<file path="src/hw/rtl/tqdoq_pkg.sv">
// ============================================================================
// tqdoq_pkg: shared constants for the topic quota queue
// Register indexes, operation and drop codes, field widths and defaults.
// ============================================================================
package tqdoq_pkg;

    // Default sizing handed to the top level.
    localparam int DEF_QUEUE_DEPTH  = 16;
    localparam int DEF_NUM_TOPICS   = 8;
    localparam int DEF_PAYLOAD_BITS = 32;

    // Configuration port.
    localparam int CFG_W     = 5;
    localparam int CFG_IDX_W = 1;

    localparam logic [CFG_IDX_W-1:0] REG_QUEUE_LIMIT = 1'b0;
    localparam logic [CFG_IDX_W-1:0] REG_TOPIC_QUOTA = 1'b1;

    localparam logic [CFG_W-1:0] QUEUE_LIMIT_RESET = 5'd16;
    localparam logic [CFG_W-1:0] TOPIC_QUOTA_RESET = 5'd16;

    // Operation codes.
    localparam logic OP_PUBLISH = 1'b0;
    localparam logic OP_POP     = 1'b1;

    // Drop kinds reported with each result.
    localparam int DROP_KIND_W = 2;
    localparam logic [DROP_KIND_W-1:0] DROP_NONE   = 2'd0;
    localparam logic [DROP_KIND_W-1:0] DROP_QUOTA  = 2'd1;
    localparam logic [DROP_KIND_W-1:0] DROP_OLDEST = 2'd2;

    // Saturating drop counter.
    localparam int DROP_W = 32;
    localparam logic [DROP_W-1:0] DROP_MAX = 32'hFFFF_FFFF;

endpackage

</file>
<file path="src/hw/rtl/topic_quota_drop_oldest_queue_unit.sv">
// ============================================================================
// topic_quota_drop_oldest_queue_unit: bounded event queue with topic quotas
// Event queue in a circular buffer memory, walked by a small sequencer.
// ============================================================================
// A start with busy low hands in one word: a publish (op 0) or a pop (op 1).
// The block then stays busy while its sequencer walks the queue memory one
// entry at a time through a single shared address adder and one read port.
// A pop reads the head entry and returns it, or ends with no event when
// the queue is empty. A publish reads every queued entry and compares its
// topic to count the topic's occupancy and find its oldest entry; when
// the topic's quota forces an eviction, every entry behind the evicted one
// moves up a place to close the gap, one read and one write per entry
// moved. The result word appears for exactly one cycle with done high, and
// the receiver cannot stall it; busy is already low in that cycle, so the
// next start may be taken at once. drop_count and fill show the running
// totals and are valid whenever done is high. Configuration writes are
// always accepted (cfg_ready is tied high) and must only be issued while the
// block is not busy. There is no clearing pass after reset: the fill level
// and head pointer reset, and entries beyond the fill are never used.
module topic_quota_drop_oldest_queue_unit #(
    parameter int  QUEUE_DEPTH  = tqdoq_pkg::DEF_QUEUE_DEPTH,
    parameter int  NUM_TOPICS   = tqdoq_pkg::DEF_NUM_TOPICS,
    parameter int  PAYLOAD_BITS = tqdoq_pkg::DEF_PAYLOAD_BITS,
    localparam int TW           = $clog2(NUM_TOPICS),
    localparam int FW           = $clog2(QUEUE_DEPTH + 1)
) (
    input  logic                                 clk,
    input  logic                                 rst_n,
    // Command side
    input  logic                                 start,
    output logic                                 busy,
    input  logic                                 op,
    input  logic [TW-1:0]                        topic,
    input  logic [PAYLOAD_BITS-1:0]              payload,
    // Result side
    output logic                                 done,
    output logic                                 event_valid,
    output logic [TW-1:0]                        event_topic,
    output logic [PAYLOAD_BITS-1:0]              event_payload,
    output logic [tqdoq_pkg::DROP_KIND_W-1:0]    drop_kind,
    output logic [tqdoq_pkg::DROP_W-1:0]         drop_count,
    output logic [FW-1:0]                        fill,
    // Configuration write channel
    input  logic                                 cfg_valid,
    output logic                                 cfg_ready,
    input  logic [tqdoq_pkg::CFG_IDX_W-1:0]      cfg_index,
    input  logic [tqdoq_pkg::CFG_W-1:0]          cfg_data
);
    import tqdoq_pkg::*;

    localparam int AW = $clog2(QUEUE_DEPTH);
    localparam int EW = TW + PAYLOAD_BITS;
    // Compare width wide enough for both the fill and a configuration value.
    localparam int CW = (FW > CFG_W) ? FW : CFG_W;

    typedef enum logic [8:0] {
        ST_IDLE      = 9'b0_0000_0001,
        ST_SCAN_RD   = 9'b0_0000_0010,
        ST_SCAN_CMP  = 9'b0_0000_0100,
        ST_SHIFT_RD  = 9'b0_0000_1000,
        ST_SHIFT_WR  = 9'b0_0001_0000,
        ST_LIMIT     = 9'b0_0010_0000,
        ST_APPEND    = 9'b0_0100_0000,
        ST_POP_RD    = 9'b0_1000_0000,
        ST_POP_OUT   = 9'b1_0000_0000
    } state_t;

    // Sequencer and queue bookkeeping.
    state_t                  state_reg,   state_next;
    logic [AW-1:0]           head_reg,    head_next;
    logic [FW-1:0]           fill_reg,    fill_next;
    logic [FW-1:0]           idx_reg,     idx_next;
    logic [FW-1:0]           cnt_reg,     cnt_next;
    logic [FW-1:0]           first_reg,   first_next;
    logic                    found_reg,   found_next;
    logic [DROP_KIND_W-1:0]  kind_reg,    kind_next;
    logic [DROP_W-1:0]       drop_reg,    drop_next;

    // Captured command word.
    logic [TW-1:0]           topic_reg,   topic_next;
    logic [PAYLOAD_BITS-1:0] payload_reg, payload_next;

    // Configuration registers.
    logic [CFG_W-1:0]        limit_reg,   limit_next;
    logic [CFG_W-1:0]        quota_reg,   quota_next;

    // Result word.
    logic                    done_reg,     done_next;
    logic                    ev_valid_reg, ev_valid_next;
    logic [TW-1:0]           ev_topic_reg, ev_topic_next;
    logic [PAYLOAD_BITS-1:0] ev_pay_reg,   ev_pay_next;
    logic [DROP_KIND_W-1:0]  out_kind_reg, out_kind_next;

    // Queue memory: slot position p lives at address (head + p) mod depth.
    logic [EW-1:0]           mem [QUEUE_DEPTH];
    logic [EW-1:0]           rd_data_reg;
    logic                    mem_we;
    logic [EW-1:0]           mem_wdata;
    logic [AW-1:0]           mem_addr;

    // Shared position-to-address adder.
    logic [FW-1:0]           pos;
    logic [FW:0]             addr_sum;
    logic [FW:0]             addr_wrap;

    logic [TW:0]             topic_ext;
    logic [TW-1:0]           topic_mod;
    logic [FW-1:0]           idx_inc;
    logic [AW:0]             head_inc;
    logic [AW-1:0]           head_adv;
    logic [CW-1:0]           limit_eff;
    logic [DROP_W-1:0]       drop_inc;
    logic [TW-1:0]           rd_topic;
    logic [PAYLOAD_BITS-1:0] rd_payload;

    assign rd_topic   = rd_data_reg[EW-1:PAYLOAD_BITS];
    assign rd_payload = rd_data_reg[PAYLOAD_BITS-1:0];
    assign idx_inc    = idx_reg + FW'(1);

    // Topic indexes fold back into range; one subtraction suffices.
    assign topic_ext = {1'b0, topic};
    assign topic_mod = (topic_ext >= (TW+1)'(NUM_TOPICS))
                       ? TW'(topic_ext - (TW+1)'(NUM_TOPICS)) : topic;

    // A limit of zero behaves as one, and anything above the depth as the depth.
    always_comb
    begin
        if (limit_reg == '0)
        begin
            limit_eff = CW'(1);
        end
        else if (CW'(limit_reg) > CW'(QUEUE_DEPTH))
        begin
            limit_eff = CW'(QUEUE_DEPTH);
        end
        else
        begin
            limit_eff = CW'(limit_reg);
        end
    end

    assign head_inc = (AW+1)'(head_reg) + (AW+1)'(1);
    assign head_adv = (head_inc == (AW+1)'(QUEUE_DEPTH)) ? '0 : AW'(head_inc);
    assign drop_inc = (drop_reg == DROP_MAX) ? drop_reg : drop_reg + DROP_W'(1);

    // Queue position driven onto the shared adder in each state.
    always_comb
    begin
        case (state_reg)
            ST_SCAN_RD:  pos = idx_reg;
            ST_SHIFT_RD: pos = idx_inc;
            ST_SHIFT_WR: pos = idx_reg;
            ST_APPEND:   pos = fill_reg;
            default:     pos = '0;
        endcase
    end

    assign addr_sum  = (FW+1)'(head_reg) + (FW+1)'(pos);
    assign addr_wrap = (addr_sum >= (FW+1)'(QUEUE_DEPTH))
                       ? addr_sum - (FW+1)'(QUEUE_DEPTH) : addr_sum;
    assign mem_addr  = AW'(addr_wrap);

    always_ff @(posedge clk)
    begin
        if (mem_we)
        begin
            mem[mem_addr] <= mem_wdata;
        end
        rd_data_reg <= mem[mem_addr];
    end

    // Sequencer.
    always_comb
    begin
        state_next    = state_reg;
        head_next     = head_reg;
        fill_next     = fill_reg;
        idx_next      = idx_reg;
        cnt_next      = cnt_reg;
        first_next    = first_reg;
        found_next    = found_reg;
        kind_next     = kind_reg;
        drop_next     = drop_reg;
        topic_next    = topic_reg;
        payload_next  = payload_reg;
        limit_next    = limit_reg;
        quota_next    = quota_reg;
        done_next     = 1'b0;
        ev_valid_next = ev_valid_reg;
        ev_topic_next = ev_topic_reg;
        ev_pay_next   = ev_pay_reg;
        out_kind_next = out_kind_reg;
        mem_we        = 1'b0;
        mem_wdata     = rd_data_reg;

        if (cfg_valid && cfg_ready)
        begin
            case (cfg_index)
                REG_QUEUE_LIMIT: limit_next = cfg_data;
                REG_TOPIC_QUOTA: quota_next = cfg_data;
                default:         ;
            endcase
        end

        case (state_reg)
            ST_IDLE:
            begin
                if (start)
                begin
                    topic_next   = topic_mod;
                    payload_next = payload;
                    idx_next     = '0;
                    cnt_next     = '0;
                    first_next   = '0;
                    found_next   = 1'b0;
                    kind_next    = DROP_NONE;
                    state_next   = (op == OP_PUBLISH) ? ST_SCAN_RD : ST_POP_RD;
                end
            end

            ST_SCAN_RD:
            begin
                if (idx_reg < fill_reg)
                begin
                    state_next = ST_SCAN_CMP;
                end
                else if (found_reg && (CW'(cnt_reg) >= CW'(quota_reg)))
                begin
                    idx_next   = first_reg;
                    state_next = ST_SHIFT_RD;
                end
                else
                begin
                    state_next = ST_LIMIT;
                end
            end

            ST_SCAN_CMP:
            begin
                if (rd_topic == topic_reg)
                begin
                    cnt_next = cnt_reg + FW'(1);
                    if (!found_reg)
                    begin
                        found_next = 1'b1;
                        first_next = idx_reg;
                    end
                end
                idx_next   = idx_inc;
                state_next = ST_SCAN_RD;
            end

            ST_SHIFT_RD:
            begin
                if (idx_inc < fill_reg)
                begin
                    state_next = ST_SHIFT_WR;
                end
                else
                begin
                    fill_next  = fill_reg - FW'(1);
                    drop_next  = drop_inc;
                    kind_next  = DROP_QUOTA;
                    state_next = ST_LIMIT;
                end
            end

            ST_SHIFT_WR:
            begin
                mem_we     = 1'b1;
                mem_wdata  = rd_data_reg;
                idx_next   = idx_inc;
                state_next = ST_SHIFT_RD;
            end

            ST_LIMIT:
            begin
                if ((CW'(fill_reg) >= limit_eff) && (fill_reg != '0))
                begin
                    head_next = head_adv;
                    fill_next = fill_reg - FW'(1);
                    drop_next = drop_inc;
                    kind_next = DROP_OLDEST;
                end
                state_next = ST_APPEND;
            end

            ST_APPEND:
            begin
                mem_we        = 1'b1;
                mem_wdata     = {topic_reg, payload_reg};
                fill_next     = fill_reg + FW'(1);
                done_next     = 1'b1;
                ev_valid_next = 1'b0;
                ev_topic_next = '0;
                ev_pay_next   = '0;
                out_kind_next = kind_reg;
                state_next    = ST_IDLE;
            end

            ST_POP_RD:
            begin
                if (fill_reg == '0)
                begin
                    done_next     = 1'b1;
                    ev_valid_next = 1'b0;
                    ev_topic_next = '0;
                    ev_pay_next   = '0;
                    out_kind_next = DROP_NONE;
                    state_next    = ST_IDLE;
                end
                else
                begin
                    state_next = ST_POP_OUT;
                end
            end

            ST_POP_OUT:
            begin
                head_next     = head_adv;
                fill_next     = fill_reg - FW'(1);
                done_next     = 1'b1;
                ev_valid_next = 1'b1;
                ev_topic_next = rd_topic;
                ev_pay_next   = rd_payload;
                out_kind_next = DROP_NONE;
                state_next    = ST_IDLE;
            end

            default:
            begin
                state_next = ST_IDLE;
            end
        endcase
    end

    // Control state resets; the captured command word carries no reset.
    always_ff @(posedge clk or negedge rst_n)
    begin
        if (!rst_n)
        begin
            state_reg    <= ST_IDLE;
            head_reg     <= '0;
            fill_reg     <= '0;
            idx_reg      <= '0;
            cnt_reg      <= '0;
            first_reg    <= '0;
            found_reg    <= 1'b0;
            kind_reg     <= DROP_NONE;
            drop_reg     <= '0;
            limit_reg    <= QUEUE_LIMIT_RESET;
            quota_reg    <= TOPIC_QUOTA_RESET;
            done_reg     <= 1'b0;
            ev_valid_reg <= 1'b0;
            ev_topic_reg <= '0;
            ev_pay_reg   <= '0;
            out_kind_reg <= DROP_NONE;
        end
        else
        begin
            state_reg    <= state_next;
            head_reg     <= head_next;
            fill_reg     <= fill_next;
            idx_reg      <= idx_next;
            cnt_reg      <= cnt_next;
            first_reg    <= first_next;
            found_reg    <= found_next;
            kind_reg     <= kind_next;
            drop_reg     <= drop_next;
            limit_reg    <= limit_next;
            quota_reg    <= quota_next;
            done_reg     <= done_next;
            ev_valid_reg <= ev_valid_next;
            ev_topic_reg <= ev_topic_next;
            ev_pay_reg   <= ev_pay_next;
            out_kind_reg <= out_kind_next;
        end
    end

    always_ff @(posedge clk)
    begin
        topic_reg   <= topic_next;
        payload_reg <= payload_next;
    end

    assign busy          = (state_reg != ST_IDLE);
    assign done          = done_reg;
    assign event_valid   = ev_valid_reg;
    assign event_topic   = ev_topic_reg;
    assign event_payload = ev_pay_reg;
    assign drop_kind     = out_kind_reg;
    assign drop_count    = drop_reg;
    assign fill          = fill_reg;
    assign cfg_ready     = 1'b1;

endmodule

</file>
<file path="config.mk">
export PLATFORM = sky130hd
export DESIGN_NAME = topic_quota_drop_oldest_queue_unit
export DESIGN_NICKNAME = d
export VERILOG_FILES = /design/src/hw/rtl/tqdoq_pkg.sv /design/src/hw/rtl/topic_quota_drop_oldest_queue_unit.sv
export SDC_FILE = /design/constraint.sdc
export NUM_CORES = 1
export LEC_CHECK = 0
export BUFFER_PORTS_ARGS = -buffer_cell sky130_fd_sc_hd__buf_4
export CAP_MARGIN = 20
export CORE_ASPECT_RATIO = 1.75
export CORE_MARGIN = 2
export CORE_UTILIZATION = 45
export CTS_CLUSTER_DIAMETER = 100
export DETAILED_ROUTE_END_ITERATION = 12
export MAX_ROUTING_LAYER = met4
export PLACE_DENSITY = 0.62
export SYNTH_ARGS = -nofsm -noshare
export SYNTH_HDL_FRONTEND = slang
export SYNTH_SLANG_ARGS = --single-unit
export TNS_END_PERCENT = 10
</file>
<file path="constraint.sdc">
create_clock -name clk -period 21.6 [get_ports clk]
set_input_delay 4.32 -clock clk [delete_from_list [all_inputs] [get_ports clk]]
set_output_delay 4.32 -clock clk [all_outputs]
set_load 0.005 [all_outputs]
</file>
==> results.sh <==
export IMPL_p_leak_nw=12.6
export IMPL_n_antenna_cell=0
export IMPL_ys_ff_latch=747
export IMPL_grt_pass1_vias=16100
export IMPL_maxSlewHeadroom_pct=25.2
export IMPL_numPortBuffers=122
export IMPL_vdd_drop_max_uv=63.3
export IMPL_ys_flop_type="edfxtp_1"
export IMPL_die_area_mm2=0.0683
export IMPL_avgSynthCellArea_um2=18.2
export IMPL_num_rows=124
export IMPL_cts_buffers=68
export IMPL_cp_end_kind="output pin"
export IMPL_post_route_cells_drive_above_1_share_pct=25.2
export IMPL_initial_core_util_pct=45.6
export IMPL_fin_crit_ps=6670
export IMPL_path_cells="nor4_4, nand4_2, buf_4"
export IMPL_syn_area_mm2=0.0298
export IMPL_crit_path_max_incr_delay_ps=640
export IMPL_synthCells=1638
export IMPL_vias=15400
export IMPL_cts_setup_buffers=0
export IMPL_clock_skew_ps=21.2
export IMPL_cts_hold_buf=0
export IMPL_htreeDepth=3
export IMPL_synth_edff_count=595
export IMPL_coreArea_mm2=0.0653
export IMPL_clock_sinks=747
export IMPL_vias_per_cell=5.64
export IMPL_dr_first_iter_drc_count=1071
export IMPL_final_period_utilization_pct=30.9
export IMPL_clk_pin_slew_worst_paths_ps=60
export IMPL_crit_path_end="busy"
export IMPL_grt_max_degree=71
export IMPL_synth_nets=1717
export IMPL_r2r_worst_path_cells=8
export IMPL_rsz0062_at_grt="no"
export IMPL_gp_congestion=0.853
export IMPL_synthArstFlopShare_pct=15.7
export IMPL_worst_slack_ps=14930
export IMPL_place_ws_ps=15590
export IMPL_drt_pass1_iter_count=5
export IMPL_power_total_w=0.00388
export IMPL_r2r_end="mem[11][22]"
export IMPL_start_kind="flip-flop"
export IMPL_hold_violations=0
export IMPL_die_w_um=198
export IMPL_cts_repair_resized=0
export IMPL_status="complete, no violations"
export IMPL_cp_depth=3
export IMPL_crit_family="simple AND/OR/NAND/NOR gates"
export IMPL_timing_critical_path_from="state_reg[1]"
export IMPL_setup_reg_to_reg_worst_slack_ps=15650
export IMPL_die_y_um=344
export IMPL_crit_type="flip-flop to output pin"
export IMPL_cp_max_fo=13
export IMPL_antenna_found_initial=1
export IMPL_ys_seq_area_share_pct=72.2
export IMPL_synth_cell_type_count=68
export IMPL_final_nets=1875
export IMPL_clkLatencyLatePin_ps=620
export IMPL_cp_slowest_cell="nor4_4"
export IMPL_path_buf_inv=1
export IMPL_crit_arrival_ps=2350
export IMPL_ant_nets=0
export IMPL_dp_hpwl_mm=39.3
export IMPL_drc_errors=0
export IMPL_min_path_type="flip-flop to flip-flop"
export IMPL_grt_ovfl_total=0
export IMPL_cts_max_path_buffers=3
export IMPL_grt_pass1_wl_mm=100
export IMPL_slew_violations=0
export IMPL_p_per_area_mw_per_mm2=114
export IMPL_cts_tree="built"
export IMPL_setup_violations=0
export IMPL_boundaryPins=124
export IMPL_ys_warn_count=0
export IMPL_syn_to_final_growth_pct=14.9
export IMPL_fin_tns_setup_ps=0
export IMPL_required_ps=17280
export IMPL_cts_root_buf="clkbuf_16"
export IMPL_largest_reg_flops=560
export IMPL_grt_total_usage_pct=20.7
export IMPL_wl_mm=67.1
export IMPL_maxCapViolCount=0
export IMPL_reg2reg_from="state_reg[1]"
export IMPL_holdCritStartpoint="rd_data_reg[3]"
export IMPL_wl_per_cell_um=24.5
export IMPL_worstMarginPinSlew_ps=1120
export IMPL_fmax_mhz=150
-- cell usage after synthesis, types with 3 or more instances --
cell,count,area (um2)
clkbuf_1,41,154
dfrtp_1,114,2850
dfxtp_1,35,701
ha_1,31,388
nand2b_1,4,25.0
nor3_1,16,80.1
buf_2,25,125
buf_4,5,37.5
a22o_1,45,394
nor2b_1,6,37.5
nor4_2,3,37.5
o211ai_1,3,22.5
mux2i_1,109,1090
mux2_2,11,124
mux4_2,140,3150
xor2_1,40,350
a32o_1,3,30.0
a21o_1,4,30.0
buf_6,6,67.6
dfstp_2,3,78.8
inv_1,23,86.3
nand3_1,24,120
xnor2_1,11,96.3
and4_1,3,26.3
buf_1,5,18.8
and2_1,6,37.5
o21ai_0,18,90.1
nand4_1,25,156
nand2_1,144,541
nor2_1,24,90.1
nor4_1,9,56.3
and3_1,17,106
a21oi_1,46,230
edfxtp_1,595,17900
-- worst min-delay path by stage --
| stage | end | depth (start not counted) |
|---|---|---|
| CTS | event_payload[3] | 1 |
| global route | drop_count[6] | 1 |
| floorplan | event_payload[19] | 1 |
| finish | event_payload[3] | 1 |
| global placement | event_payload[3] | 1 |
| detailed placement | event_payload[28] | 1 |
-- worst reg2reg max path: cells and delay by family, from the launching register on --
kind	cells	cell delay (ps)
simple gates	4	3320
buf+inv	1	570
flops	1	480
compound gates	2	430
fa+ha+maj	1	780
-- layer usage --
| metal | global-route usage (%) | part of all wire, % |
|---|---|---|
| met4 | 8.43 | 3.5 |
| met1 | 24.6 | 39 |
| met3 | 2.63 | 4.7 |
| met2 | 35.8 | 53 |
| met5 | - | 0 |
-- layout by cell type, fill, tap and decap left out, drive strengths merged, types with 41 or more instances in the layout --
cell      n
nand2   144
mux4    140
xor2     41
dfrtp   114
mux2i   109
clkbuf   93
a21oi    46
a22o     45
edfxtp  595
buf     170
-- report_power, final --
part | switching (W) | leakage [nW] | internal [W]
sequential | 0.0000654 | 7.24 | 0.00179
clock | 0.000524 | 1.10 | 0.000711
combinational | 0.000460 | 4.22 | 0.000327
-- stage by stage --
step / utilization, % / cell area (um2) / hold WS [ps] / instances
2_1_floorplan: - / 29800 / 456 / 1638
3_3_place_gp: 48.8 / 31900 / 467 / 2606
3_5_place_dp: 48.8 / 31900 / 465 / 2607
4_1_cts: 52.3 / 34200 / 477 / 2733
5_1_grt: 52.3 / 34200 / 515 / 2734
6_report: 52.3 / 34200 / 479 / 2734
-- area by class of cell --
cell class / instances / area, um2
clock inverters: 33 / 400
flip-flops and latches: 747 / 21500
repair buffers: 170 / 1300
well taps: 882 / 1100
clock buffers: 93 / 1880
inverters: 24 / 90.1
fillers: 5189 / 31100
multi-input cells: 785 / 7910
-- cells by family after synthesis --
| kind of cell | synth area share, % |
|---|---|
| flip-flops | 72.2 |
| AND/OR/NAND/NOR | 5.12 |
| multiplexers | 14.8 |
| AO/OA/AOI/OAI | 3.14 |
| buffers and inverters | 1.66 |
| XOR/XNOR | 1.65 |
| adder cells (fa/ha/maj) | 1.44 |
| other | 0.0126 |
Power figures use the tool's default switching activity.
